===== src/rtl/core/digit_blink_code_led_driver_assert.svh =====
// assertion macros for the blink-code led driver
`ifndef DIGIT_BLINK_CODE_LED_DRIVER_ASSERT_SVH
`define DIGIT_BLINK_CODE_LED_DRIVER_ASSERT_SVH

// condition holds in the same cycle as the trigger
`define DBCLED_ASSERT_IMPLY(label, clk, rst, trig, cond) \
   label: assert property (@(posedge clk) disable iff (rst) (trig) |-> (cond)) \
      else $error("dbcled: same-cycle check failed");

// condition holds in the cycle after the trigger
`define DBCLED_ASSERT_NEXT(label, clk, rst, trig, cond) \
   label: assert property (@(posedge clk) disable iff (rst) (trig) |=> (cond)) \
      else $error("dbcled: next-cycle check failed");

`endif


===== src/rtl/core/dbcled_pkg.sv =====
// shared types and constants for the blink-code led driver
`timescale 1ns / 1ps
`default_nettype none

package dbcled_pkg;

   // input beat
   typedef struct packed {
      logic [1:0]  op;
      logic [15:0] value;
   } req_type;

   // result beat
   typedef struct packed {
      logic led_on;
      logic showing_tens;
      logic long_rest;
   } rsp_type;

   // op codes
   localparam logic [1:0] OP_TICK    = 2'd0;
   localparam logic [1:0] OP_LOAD    = 2'd1;
   localparam logic [1:0] OP_RESTART = 2'd2;

   // register indexes
   localparam logic [2:0] REG_SLOW_INTERVAL = 3'd0;
   localparam logic [2:0] REG_FAST_INTERVAL = 3'd1;
   localparam logic [2:0] REG_LONG_PAUSE    = 3'd2;
   localparam logic [2:0] REG_ZERO_PAUSE    = 3'd3;
   localparam logic [2:0] REG_NONZERO_PAUSE = 3'd4;
   localparam logic [2:0] REG_MAX_HUNDREDS  = 3'd5;

   // register reset values
   localparam logic [11:0] SLOW_INTERVAL_RST = 12'd400;
   localparam logic [11:0] FAST_INTERVAL_RST = 12'd150;
   localparam logic [11:0] LONG_PAUSE_RST    = 12'd3000;
   localparam logic [3:0]  ZERO_PAUSE_RST    = 4'd2;
   localparam logic [3:0]  NONZERO_PAUSE_RST = 4'd3;
   localparam logic [3:0]  MAX_HUNDREDS_RST  = 4'd12;

   // digit split: reciprocal multiply, exact over the 16-bit range
   localparam logic [13:0] HUNDRED_RECIP = 14'd10486;  // 2^18 / 25 rounded up, on value / 4
   localparam logic [6:0]  HUNDRED       = 7'd100;
   localparam logic [7:0]  TEN_RECIP     = 8'd205;     // 2^11 / 10, rounded up
   localparam logic [3:0]  TENS_LIMIT    = 4'd9;
   localparam logic [11:0] ELAPSED_MAX   = 12'hFFF;

endpackage

`default_nettype wire


===== src/rtl/core/digit_blink_code_led_driver.sv =====
// Blink-code LED driver: shows the hundreds digit (clamped) and then the tens
// digit of a stored number as counts of blinks on one LED, stepping on
// millisecond tick beats. Every input beat (tick, load, load and restart, or
// an unused op code) yields exactly one result beat with the LED level and
// phase flags after that beat. The block takes one beat per clock cycle
// while the output is not stalled; a beat passes an input register and then
// the digit split and step logic into the result register, from which its
// result beat is offered. The result register and the input register
// together let a new beat enter while a finished result waits on a stalled
// output. The user must write registers through the csr port only while the
// block is idle; the block itself does not enforce this.
`timescale 1ns / 1ps
`default_nettype none

`include "digit_blink_code_led_driver_assert.svh"

module digit_blink_code_led_driver (
   input  wire logic               clock,
   input  wire logic               reset,
   input  wire logic               req_valid,
   output logic                    req_stall,
   input  wire dbcled_pkg::req_type req_payload,
   output logic                    rsp_valid,
   input  wire logic               rsp_stall,
   output dbcled_pkg::rsp_type     rsp_payload,
   input  wire logic               csr_wen,
   input  wire logic [2:0]         csr_index,
   input  wire logic [11:0]        csr_wdata
);
   import dbcled_pkg::*;

   // configuration registers
   logic [11:0] slow_interval_ff, fast_interval_ff, long_pause_ms_ff;
   logic [3:0]  zero_pause_ff, nonzero_pause_ff, max_hundreds_ff;

   // pipeline registers
   logic    s1_valid_ff, s1_valid_in;
   req_type s1_req_ff;
   logic    rsp_valid_ff, rsp_valid_in;
   rsp_type rsp_ff, rsp_in;

   // display state
   logic [3:0]  hundreds_ff, hundreds_in;
   logic [3:0]  tens_digit_ff, tens_digit_in;
   logic        tens_phase_ff, tens_phase_in;
   logic [3:0]  blinks_ff, blinks_in;
   logic        lit_ff, lit_in;
   logic [3:0]  pause_ff, pause_in;
   logic        long_pause_ff, long_pause_in;
   logic [11:0] elapsed_ff, elapsed_in;
   logic        led_ff, led_in;

   logic accept, out_free, fire;

   // digit split
   logic [27:0] hq_prod;
   logic [9:0]  hq;
   logic [16:0] h_times_100;
   logic [6:0]  rem100;
   logic [14:0] tq_prod;
   logic [3:0]  tq;
   logic [3:0]  h_clamped, t_clamped;

   // handshake
   assign out_free  = !rsp_valid_ff || !rsp_stall;
   assign fire      = s1_valid_ff && out_free;
   assign req_stall = s1_valid_ff && !out_free;
   assign accept    = req_valid && !req_stall;

   assign s1_valid_in  = accept ? 1'b1 : (fire ? 1'b0 : s1_valid_ff);
   assign rsp_valid_in = out_free ? fire : rsp_valid_ff;

   assign rsp_valid   = rsp_valid_ff;
   assign rsp_payload = rsp_ff;

   // value / 100 as (value / 4) / 25, and (value mod 100) / 10
   assign hq_prod     = 28'(s1_req_ff.value[15:2]) * 28'(HUNDRED_RECIP);
   assign hq          = hq_prod[27:18];
   assign h_times_100 = 17'(hq) * 17'(HUNDRED);
   assign rem100      = 7'(17'(s1_req_ff.value) - h_times_100);
   assign tq_prod     = 15'(rem100) * 15'(TEN_RECIP);
   assign tq          = tq_prod[14:11];
   assign h_clamped   = (hq > 10'(max_hundreds_ff)) ? max_hundreds_ff : hq[3:0];
   assign t_clamped   = (tq > TENS_LIMIT) ? TENS_LIMIT : tq;

   // next display state for the beat in the input register
   always_comb begin
      logic [11:0] el;
      logic [11:0] interval;
      logic [3:0]  digit;
      logic [3:0]  limit;
      logic        do_close;
      hundreds_in   = hundreds_ff;
      tens_digit_in = tens_digit_ff;
      tens_phase_in = tens_phase_ff;
      blinks_in     = blinks_ff;
      lit_in        = lit_ff;
      pause_in      = pause_ff;
      long_pause_in = long_pause_ff;
      elapsed_in    = elapsed_ff;
      led_in        = led_ff;
      el            = (elapsed_ff < ELAPSED_MAX) ? elapsed_ff + 12'd1 : elapsed_ff;
      interval      = tens_phase_ff ? fast_interval_ff : slow_interval_ff;
      digit         = tens_phase_ff ? tens_digit_ff : hundreds_ff;
      limit         = nonzero_pause_ff;
      do_close      = 1'b0;
      case (s1_req_ff.op)
         OP_TICK: begin
            elapsed_in = el;
            if (long_pause_ff && el < long_pause_ms_ff) begin
               // still in the long pause
            end else begin
               long_pause_in = 1'b0;
               if (el >= interval) begin
                  elapsed_in = 12'd0;
                  // one step of the blink sequence
                  if (digit == 4'd0) begin
                     if (blinks_ff == 4'd0) begin
                        led_in    = 1'b1;
                        blinks_in = 4'd1;
                     end else begin
                        do_close = 1'b1;
                        limit    = zero_pause_ff;
                     end
                  end else if (blinks_ff < digit) begin
                     lit_in = !lit_ff;
                     if (!lit_ff) begin
                        led_in = 1'b1;
                     end else begin
                        led_in    = 1'b0;
                        blinks_in = blinks_ff + 4'd1;
                     end
                  end else begin
                     lit_in   = 1'b0;
                     do_close = 1'b1;
                  end
                  // dark pause closing a digit
                  if (do_close) begin
                     led_in   = 1'b0;
                     pause_in = pause_ff + 4'd1;
                     if (pause_in >= limit) begin
                        pause_in      = 4'd0;
                        blinks_in     = 4'd0;
                        tens_phase_in = !tens_phase_ff;
                        if (tens_phase_ff) begin
                           long_pause_in = 1'b1;
                        end
                     end
                  end
               end
            end
         end
         OP_LOAD: begin
            hundreds_in   = h_clamped;
            tens_digit_in = t_clamped;
         end
         OP_RESTART: begin
            hundreds_in   = h_clamped;
            tens_digit_in = t_clamped;
            tens_phase_in = 1'b0;
            blinks_in     = 4'd0;
            lit_in        = 1'b0;
            pause_in      = 4'd0;
            long_pause_in = 1'b0;
            elapsed_in    = 12'd0;
         end
         default: begin
         end
      endcase
      rsp_in.led_on       = led_in;
      rsp_in.showing_tens = tens_phase_in;
      rsp_in.long_rest    = long_pause_in;
   end

   // control and state registers
   always_ff @(posedge clock) begin
      if (reset) begin
         slow_interval_ff <= SLOW_INTERVAL_RST;
         fast_interval_ff <= FAST_INTERVAL_RST;
         long_pause_ms_ff <= LONG_PAUSE_RST;
         zero_pause_ff    <= ZERO_PAUSE_RST;
         nonzero_pause_ff <= NONZERO_PAUSE_RST;
         max_hundreds_ff  <= MAX_HUNDREDS_RST;
         s1_valid_ff      <= 1'b0;
         rsp_valid_ff     <= 1'b0;
         hundreds_ff      <= 4'd0;
         tens_digit_ff    <= 4'd0;
         tens_phase_ff    <= 1'b0;
         blinks_ff        <= 4'd0;
         lit_ff           <= 1'b0;
         pause_ff         <= 4'd0;
         long_pause_ff    <= 1'b0;
         elapsed_ff       <= 12'd0;
         led_ff           <= 1'b0;
      end else begin
         s1_valid_ff  <= s1_valid_in;
         rsp_valid_ff <= rsp_valid_in;
         if (csr_wen) begin
            case (csr_index)
               REG_SLOW_INTERVAL: slow_interval_ff <= csr_wdata;
               REG_FAST_INTERVAL: fast_interval_ff <= csr_wdata;
               REG_LONG_PAUSE:    long_pause_ms_ff <= csr_wdata;
               REG_ZERO_PAUSE:    zero_pause_ff    <= csr_wdata[3:0];
               REG_NONZERO_PAUSE: nonzero_pause_ff <= csr_wdata[3:0];
               REG_MAX_HUNDREDS:  max_hundreds_ff  <= csr_wdata[3:0];
               default: begin
               end
            endcase
         end
         if (fire) begin
            hundreds_ff   <= hundreds_in;
            tens_digit_ff <= tens_digit_in;
            tens_phase_ff <= tens_phase_in;
            blinks_ff     <= blinks_in;
            lit_ff        <= lit_in;
            pause_ff      <= pause_in;
            long_pause_ff <= long_pause_in;
            elapsed_ff    <= elapsed_in;
            led_ff        <= led_in;
         end
      end
   end

   // payload registers
   always_ff @(posedge clock) begin
      if (accept) begin
         s1_req_ff <= req_payload;
      end
      if (fire) begin
         rsp_ff <= rsp_in;
      end
   end

   // checks
   `DBCLED_ASSERT_IMPLY(a_dark_in_pause, clock, reset, long_pause_ff, !led_ff)
   `DBCLED_ASSERT_IMPLY(a_pause_in_hundreds, clock, reset, long_pause_ff, !tens_phase_ff)
   `DBCLED_ASSERT_NEXT(a_fire_gives_rsp, clock, reset, s1_valid_ff && out_free, rsp_valid)

endmodule

`default_nettype wire


===== config.mk =====
export PLATFORM = sky130hd
export DESIGN_NAME = digit_blink_code_led_driver
export DESIGN_NICKNAME = d
export VERILOG_FILES = /design/src/rtl/core/dbcled_pkg.sv /design/src/rtl/core/digit_blink_code_led_driver.sv
export VERILOG_INCLUDE_DIRS = /design/src /design/src/rtl/core
export SDC_FILE = /design/constraint.sdc
export NUM_CORES = 1
export LEC_CHECK = 0
export BUFFER_PORTS_ARGS = -buffer_cell sky130_fd_sc_hd__buf_2
export CAP_MARGIN = 20
export CORE_UTILIZATION = 40
export CTS_BUF_LIST = sky130_fd_sc_hd__clkbuf_8
export DETAILED_ROUTE_END_ITERATION = 10
export PLACE_DENSITY_LB_ADDON = 0.3
export SYNTH_ARGS = -nofsm -noshare
export SYNTH_HDL_FRONTEND = slang
export SYNTH_SLANG_ARGS = --single-unit
export TNS_END_PERCENT = 10

===== constraint.sdc =====
create_clock -name clock -period 19.4 [get_ports clock]
set_clock_uncertainty 0.2 [all_clocks]
set_input_delay 2.91 -clock clock [delete_from_list [all_inputs] [get_ports clock]]
set_output_delay 2.91 -clock clock [all_outputs]
set_load 0.01 [all_outputs]

==> results.txt, run 1 <==
Gr ovfl total -> 0
H-tree depth -> 3
Sequential-to-total area share from yosys stat -> 0.238
Final Core Density -> 0.441
Top-count cell post-synth -> ha_1
Total Routing Usage GR -> 0.181
Worst setup SP type -> flop
Synth warn -> 0
Status -> completed
Area Growth Syn to Fin -> 8.40%
Avg Cell Area, Syn -> 9.49 um2
Worst-path clk slew -> 0.12 ns
Post-CTS Setup Bufs -> 0
First-pass GRT wire length -> 34500 um
Synth area leaders -> ha_1 23%, dfxtp_1 17%, fa_1 15%
Worst-margin pin slew -> 1.01 ns
Maxcap violations -> 0
Vias in the first global route -> 6918
Share of layout cells above drive strength 1 -> 0.0747
Routed WL per cell -> 14.9 um
Via count -> 6925
Die area -> 0.0244 mm2
# hold bufs at CTS -> 0
Yosys top cell by area -> ha_1
Period utilisation layout -> 0.523
Arrival time at the worst endpoint -> 10.26 ns
Final Max Tran Viols -> 0
CP required -> 19.51 ns
Clock Latency Late Sink -> 0.40 ns
Asr flop ratio synth -> 0
FF-to-FF path depth -> 39
Via density -> 5.08
Critical path's most frequent cell -> inv_1
Post-DRT Antenna Nets -> 0
Critical Path Sink Type -> flop
Upper clock frequency limit -> 98.5 MHz
Worst hold path type -> reg -> reg
Synth unique cells -> 65
Crit path kind -> reg -> reg
Largest net degree at the start of global routing -> 79
RD Place Congestion -> 0.815
CTS root buffer -> clkbuf_8
Max-slew headroom -> 0.324
CTS resizes -> 0
Routed WL -> 20300 um
Top post-synthesis cells by count -> 174 x ha_1, 151 x inv_1, 82 x dfxtp_1
CTS tree -> yes
RSZ-0062 raised after global routing -> no
Top Ports -> 43
Residual DRC -> 0
Hold Path Cell Cnt -> 2
Nets -> 1323
Antenna cells -> 0
Setup TNS -> 0 ns
Initial antenna violation count -> 0
Die Ht -> 156 um
DR iter-0 viols -> 424
Share of the synthesized area in the top cell type -> 0.228
Syn_nets -> 1288
TritonCTS Buffers -> 9
Cells after Synth -> 1004
Initial core utilization -> 0.407
Final std cell area, no fill -> 0.0103 mm2
Drt pass-1 iters -> 5
CTS sink cnt -> 103
Final hold vios -> 0
Minimum clock period -> 10.15 ns
Core area -> 0.0234 mm2
Area after DPL -> 0.0101 mm2
Die X -> 156 um
Crit path max-delay cell type -> edfxtp_1
HPWL Detailed -> 16400 um
Crit-path max FO -> 7
Site Rows -> 56
FF+latch count, synth -> 103
Clk buf depth -> 2
Netlist Area Pre-Place -> 0.00953 mm2
PortBufs -> 42
Largest stage delay, worst path -> 0.57 ns
Number of synthesized flops with an enable pin -> 21
Main flop type after synthesis -> dfxtp_1
Finish-stage setup viols -> 0
==> registers in the layout (all words and copies together) (netlist names), 12 cells and up <==
| register | cells |
|---|---|
| s1_req_ff | 18 |
| fast_interval_ff | 12 |
| slow_interval_ff | 12 |
| long_pause_ms_ff | 12 |
| elapsed_ff | 12 |
==> metal layers <==
metal,GRT usage,vias to the layer above,wire length [um],share of wire
li1,-,3510,-,-
met1,0.238,3309,9650,0.48
met2,0.313,90,9810,0.48
met3,0.0235,16,527,0.026
met4,0.0444,0,280,0.014
met5,0,-,0,0
==> final timing paths <==
path / startpoint / to / slack, ns
min: fast_interval_ff[0] / fast_interval_ff[0] / 0.26
min reg2reg: fast_interval_ff[0] / fast_interval_ff[0] / 0.26
max reg2reg: s1_req_ff[13] / tens_digit_ff[3] / 9.25
max: s1_req_ff[13] / tens_digit_ff[3] / 9.25
==> metrics by stage <==
step	setup slack [ns]	instances	hold slack, ns
after floorplan	9.80	1004	0.232
final	9.25	1363	0.262
after global placement	9.40	1347	0.239
after detailed placement	9.27	1347	0.247
after CTS	9.26	1363	0.262
after global routing	8.61	1363	0.277
==> final cells by class <==
type,instances,area (um2)
clock buffers,10,138
clock inverters,6,110
fillers,2296,13100
inverters,151,567
multi-input cells,728,6600
flip-flops and latches,103,2270
well taps,319,399
repair buffers,46,240
==> worst max-delay path, delay by kind of cell (launching register included) <==
family / cells / cell delay, ns
DFF: 1 / 0.57
AOI/OAI and AO/OA: 9 / 1.93
buffers and inverters: 9 / 0.51
adders and majority gates: 13 / 5.01
and+or+nand+nor: 3 / 0.84
muxes: 1 / 0.31
xor gates and xnor gates: 4 / 0.70
==> placed cells by master (no fill, tap or decap), types with 3 or more instances in the layout <==
cell type  netlist  routed
or2_2            3       3
mux2_1           3       3
ha_1           174     174
o21bai_1         3       3
and2_1           6       6
a22oi_1         12      12
clkbuf_8         0      10
nand3b_1         6       6
a21o_1          12      12
nand4_1         11      11
dfxtp_1         82      82
o21ai_0         15      15
o21ai_1          4       4
buf_4            1       4
buf_2            2      42
fa_1            72      72
nor2b_1         10       9
inv_1          151     151
edfxtp_1        21      21
o21a_1           8       8
a211o_1         11      11
nand3_1         17      17
or4_1            5       5
nor2_1          74      74
mux2i_1         38      38
a211oi_1        10      10
nand2b_1         6       6
nor3_1           9       9
xor2_1          14      14
xnor2_1         15      15
inv_8            0       3
and3_1           8       8
a21oi_1         48      48
a31oi_1          8       8
nand2_1         78      78
o211ai_1         5       5
o31ai_1          4       4
==> kinds of logic after synthesis <==
| logic type | synth area share |
|---|---|
| AND/OR/NAND/NOR | 0.125 |
| buffers and inverters | 0.0688 |
| flip-flops | 0.238 |
| AO/OA/AOI/OAI | 0.115 |
| XOR/XNOR | 0.0267 |
| multiplexers | 0.0458 |
| adder cells (fa/ha/maj) | 0.380 |
Power of run 1 is not shown: default switching activity piles up to over one toggle a cycle in this logic, so the estimate is an artifact.
==> run 2: changes to the inputs <==
--- a/config.mk
+++ b/config.mk
@@ -6,6 +6,7 @@
 export SDC_FILE = /design/constraint.sdc
 export NUM_CORES = 1
 export LEC_CHECK = 0
+export ABC_AREA = 1
 export BUFFER_PORTS_ARGS = -buffer_cell sky130_fd_sc_hd__buf_2
 export CAP_MARGIN = 20
 export CORE_UTILIZATION = 40
==> constraint.sdc (replaced) <==
create_clock -name clock -period 9.6 [get_ports clock]
set_clock_uncertainty 0.2 [all_clocks]
set_input_delay 1.44 -clock clock [delete_from_list [all_inputs] [get_ports clock]]
set_output_delay 1.44 -clock clock [all_outputs]
set_load 0.01 [all_outputs]
==> results.txt, run 2 <==
Post-DRT Antenna Nets -> 0
Asr flop ratio synth -> 0
Upper clock frequency limit -> 110 MHz
Dpl ws -> 0.372 ns
Initial antenna violation count -> 0
Site Rows -> 58
Setup TNS -> 0 ns
TritonCTS Buffers -> 9
Via density -> 4.93
Final Max Tran Viols -> 0
Arrival time at the worst endpoint -> 9.23 ns
Final hold vios -> 0
Crit path max-delay cell type -> edfxtp_1
Gr ovfl total -> 0
Share of layout cells above drive strength 1 -> 0.111
Main flop type after synthesis -> dfxtp_1
Worst-path clk slew -> 0.12 ns
Final worst setup slack -> 0.515 ns
Die Ht -> 163 um
Maxcap violations -> 0
Largest stage delay, worst path -> 0.56 ns
Synth warn -> 0
Crit path kind -> reg -> reg
Critical path's most frequent cell -> fa_1
Die area -> 0.0267 mm2
Most common cell after layout, fill and taps aside -> nand2_1
Filler cell count -> 2513
Largest register FFs -> 18
DR iter-0 viols -> 461
Minimum clock period -> 9.09 ns
Yosys top cell by area -> ha_1
Total Routing Usage GR -> 0.191
Share of the synthesized area in the top cell type -> 0.209
Residual DRC -> 0
Crit-path max FO -> 6
PortBufs -> 42
Area Growth Syn to Fin -> 10.8%
Drt pass-1 iters -> 5
Sequential-to-total area share from yosys stat -> 0.218
# hold bufs at CTS -> 0
CP required -> 9.74 ns
Syn_nets -> 1611
Worst-margin pin slew -> 0.971 ns
Vias in the first global route -> 8312
Nets -> 1681
FF-to-FF path depth -> 39
RR Startpoint -> s1_req_ff[12]
Clk buf depth -> 2
Top post-synthesis cells by count -> 252 x nand2_1, 248 x inv_1, 174 x ha_1
CTS sink cnt -> 103
Hold Startpoint -> zero_pause_ff[2]
Synth area leaders -> ha_1 21%, dfxtp_1 16%, fa_1 14%
FF+latch count, synth -> 103
Worst hold margin -> 0.264 ns
Finish-stage setup viols -> 0
CTS root buffer -> clkbuf_8
Via count -> 8544
Initial core utilization -> 0.410
Hold EP -> zero_pause_ff[2]
Cells after Synth -> 1327
Netlist Area Pre-Place -> 0.0104 mm2
Worst setup SP type -> flop
R2R setup slack -> 0.51 ns
Max-slew headroom -> 0.352
Critical Path Sink Type -> flop
CTS tree -> yes
Avg Cell Area, Syn -> 7.86 um2
Synth unique cells -> 49
Status -> completed
H-tree depth -> 3
Commonest cells after routing, fill and taps aside -> 251 x nand2_1, 247 x inv_1, 168 x ha_1, 121 x nor2_1, 82 x dfxtp_1
Period utilisation layout -> 0.946
Die X -> 163 um
Largest net degree at the start of global routing -> 54
First-pass GRT wire length -> 40500 um
Clock Latency Late Sink -> 0.41 ns
Reg with most FFs -> s1_req_ff
Routed WL per cell -> 13.9 um
Core area -> 0.0254 mm2
Worst hold path type -> reg -> reg
R2r endpoint -> tens_digit_ff[3]
Routed WL -> 24000 um
Number of synthesized flops with an enable pin -> 21
Top Ports -> 43
HPWL Detailed -> 19200 um
Antenna cells -> 0
Top-count cell post-synth -> nand2_1
Hold Path Cell Cnt -> 2
RD Place Congestion -> 0.933
[run 2: cell types whose count changed after synthesis, sizes merged, moves of 10 or more]
cell,before,now
inv,151,256
nor2b,10,0
nand3,17,63
o21ai,21,60
a22oi,12,0
nor2,74,128
nand2,78,263
mux2i,38,11
a211o,11,1
a21oi,50,82
[run 2: worst max path at each step]
| stage | start | to | slack (ns) | cells past startpoint |
|---|---|---|---|---|
| 2_1_floorplan | s1_req_ff[13] | tens_digit_ff[2] | 0.86 | 41 |
| 3_3_place_gp | s1_req_ff[15] | tens_digit_ff[2] | 0.49 | 41 |
| 3_5_place_dp | s1_req_ff[15] | tens_digit_ff[2] | 0.37 | 41 |
| 4_1_cts | s1_req_ff[15] | tens_digit_ff[2] | 0.34 | 41 |
| 5_1_grt | s1_req_ff[8] | tens_digit_ff[0] | -0.04 | 44 |
| 6_report | s1_req_ff[12] | tens_digit_ff[3] | 0.51 | 39 |
[run 2: cell families (layout without fill, tap and decap cells)]
kind of cell / Yosys count / count (layout) / share of synthesized area
AO/OA/AOI/OAI: 176 / 176 / 0.0935
XOR/XNOR: 26 / 26 / 0.0218
adder cells (fa/ha/maj): 246 / 246 / 0.347
buffers and inverters: 277 / 352 / 0.102
flip-flops: 103 / 103 / 0.218
multiplexers: 11 / 11 / 0.0106
AND/OR/NAND/NOR: 488 / 488 / 0.207
[run 2: repair_timing]
item                       in CTS  in global routing
setup buffers                   0                 29
hold endpoints to repair        0                  0
setup endpoints to repair       0                  4
gates resized for setup         0                 20
[run 2: layer usage]
layer / up-vias / wire length (um) / track usage
met3: 23 / 940 / 0.0269
met4: 0 / 376 / 0.0416
met2: 155 / 10800 / 0.310
li1: 4396 / - / -
met5: - / 0 / 0
met1: 3970 / 11900 / 0.266
[run 2: layout make-up]
cell class	count	area [um2]	area share
multi-input combinational	947	7200	0.623
clock inverter	7	96.3	0.00834
clock buffer	9	124	0.0107
tap	330	413	0.0357
timing repair buffer	77	473	0.0409
inverter	259	972	0.0842
sequential	103	2270	0.197
[run 2: worst max-delay path: cells and delay by family (launching register included)]
family                   cells  cell delay (ns)
AO/OA/AOI/OAI                5             0.67
flip-flops                   1             0.56
adder cells (fa/ha/maj)     13             4.98
buffers and inverters        8             0.63
XOR/XNOR                     4             0.96
AND/OR/NAND/NOR              9             1.05
[run 2: per-stage QoR]
step	area (um2)	std cells	utilization
3_5_place_dp	11000	1687	0.433
5_1_grt	11600	1732	0.455
4_1_cts	11200	1703	0.442
6_report	11600	1732	0.455
3_3_place_gp	11000	1687	0.433
2_1_floorplan	10400	1327	-
Power of run 2 is left out for the same reason.
==> run 3: changes to the inputs <==
--- a/config.mk
+++ b/config.mk
@@ -6,7 +6,6 @@
 export SDC_FILE = /design/constraint.sdc
 export NUM_CORES = 1
 export LEC_CHECK = 0
-export ABC_AREA = 1
 export BUFFER_PORTS_ARGS = -buffer_cell sky130_fd_sc_hd__buf_2
 export CAP_MARGIN = 20
 export CORE_UTILIZATION = 40
==> results.txt, run 3 (same netlist as run 1, synthesis figures left out) <==
HPWL Detailed -> 16600 um
FF-to-FF path depth -> 40
Initial core utilization -> 0.407
Minimum clock period -> 9.49 ns
Crit-path max FO -> 4
Family with the most delay on the worst path -> adder cells
Largest stage delay, worst path -> 0.52 ns
CTS tree -> yes
Maxcap violations -> 0
First-pass GRT wire length -> 35100 um
Finish-stage setup viols -> 0
Setup TNS -> 0 ns
Via density -> 5.01
Worst hold margin -> 0.259 ns
Final worst setup slack -> 0.115 ns
Residual DRC -> 0
PortBufs -> 42
Crit path kind -> reg -> reg
Worst hold path type -> reg -> reg
Commonest cells after routing, fill and taps aside -> 164 x ha_1, 148 x inv_1, 82 x dfxtp_1, 78 x nand2_1, 74 x nor2_1
Upper clock frequency limit -> 105 MHz
CP required -> 9.73 ns
Nets -> 1385
Arrival time at the worst endpoint -> 9.61 ns
# hold bufs at CTS -> 0
Period utilisation layout -> 0.988
H-tree depth -> 3
Die X -> 156 um
TritonCTS Buffers -> 9
RSZ-0062 raised after global routing -> yes
Final hold vios -> 0
Share of layout cells above drive strength 1 -> 0.154
Critical path's most frequent cell -> fa_1
Crit path max-delay cell type -> fa_1
Clk buf depth -> 2
Worst-path clk slew -> 0.12 ns
Worst setup SP type -> flop
Number of buffers and inverters on the critical path -> 9
DR iter-0 viols -> 424
CTS sink cnt -> 103
Routed WL -> 20900 um
Reg with most FFs -> s1_req_ff
Hold Path Cell Cnt -> 2
Critical Path Sink Type -> flop
Post-DRT Antenna Nets -> 0
Crit path depth -> 40
Dpl ws -> -0.145 ns
Routed WL per cell -> 14.6 um
Core area -> 0.0234 mm2
Die area -> 0.0244 mm2
Top Ports -> 43
Die Ht -> 156 um
Most common cell after layout, fill and taps aside -> ha_1
Total Routing Usage GR -> 0.183
Gr ovfl total -> 0
Vias in the first global route -> 7098
Final Max Tran Viols -> 0
Max-slew headroom -> 0.381
Largest net degree at the start of global routing -> 79
Status -> completed
Antenna cells -> 0
Via count -> 7138
Worst-margin pin slew -> 0.925 ns
Clock Latency Late Sink -> 0.40 ns
Largest register FFs -> 18
Drt pass-1 iters -> 4
RD Place Congestion -> 0.835
Area Growth Syn to Fin -> 15.6%
Site Rows -> 56
Initial antenna violation count -> 0
CTS root buffer -> clkbuf_8
## run 3: cell count changes in the layout (fill, tap and decap cells not counted), sizes merged, moves of 31 or more
| cell | change |
|---|---|
| o21ai | -39 |
| buf | +31 |
| nand3 | -46 |
| a21oi | -32 |
| nand2 | -185 |
| nor2 | -54 |
| inv | -106 |
## run 3: path summary, 6_finish.rpt
kind	startpoint	to	slack [ns]
setup reg to reg	s1_req_ff[13]	tens_digit_ff[2]	0.11
setup / recovery	s1_req_ff[13]	tens_digit_ff[2]	0.11
hold reg to reg	fast_interval_ff[0]	fast_interval_ff[0]	0.26
hold / removal	fast_interval_ff[0]	fast_interval_ff[0]	0.26
## run 3: per-stage QoR
stage | utilization | cell area [um2] | std cells
detailed placement | 0.444 | 10400 | 1387
global placement | 0.444 | 10400 | 1387
finish | 0.471 | 11000 | 1425
floorplan | - | 9530 | 1004
global route | 0.471 | 11000 | 1425
CTS | 0.461 | 10800 | 1410
## run 3: area by class of cell
class / count / area [um2]
clock buffers: 10 / 138
clock inverters: 6 / 81.3
fillers: 2265 / 12400
inverters: 151 / 567
multi-input cells: 728 / 6820
flip-flops and latches: 103 / 2270
well taps: 319 / 399
repair buffers: 108 / 736
## run 3: metal layers
| layer | global-route usage | wire length, um | vias up |
|---|---|---|---|
| li1 | - | - | 3623 |
| met5 | 0 | 0 | - |
| met2 | 0.319 | 10100 | 68 |
| met4 | 0.0439 | 268 | 0 |
| met1 | 0.239 | 10000 | 3434 |
| met3 | 0.0244 | 474 | 13 |
## run 3: tightest hold or removal path: cells and delay by family, from the launching register on
| kind | cells | cell delay (ns) |
|---|---|---|
| flip-flops | 1 | 0.32 |
| AND/OR/NAND/NOR | 1 | 0.05 |
| AO/OA/AOI/OAI | 1 | 0.05 |
## run 3: timing repair
| item | 4_1_cts | 5_1_grt |
|---|---|---|
| gates cloned | 0 | 0 |
| gates resized for setup | 21 | 18 |
| setup endpoints to repair | 2 | 4 |
| buffers inserted | 7 | 14 |
| pin swaps | 17 | 40 |
| hold endpoints to repair | 0 | 0 |
Power of run 3 is left out for the same reason.
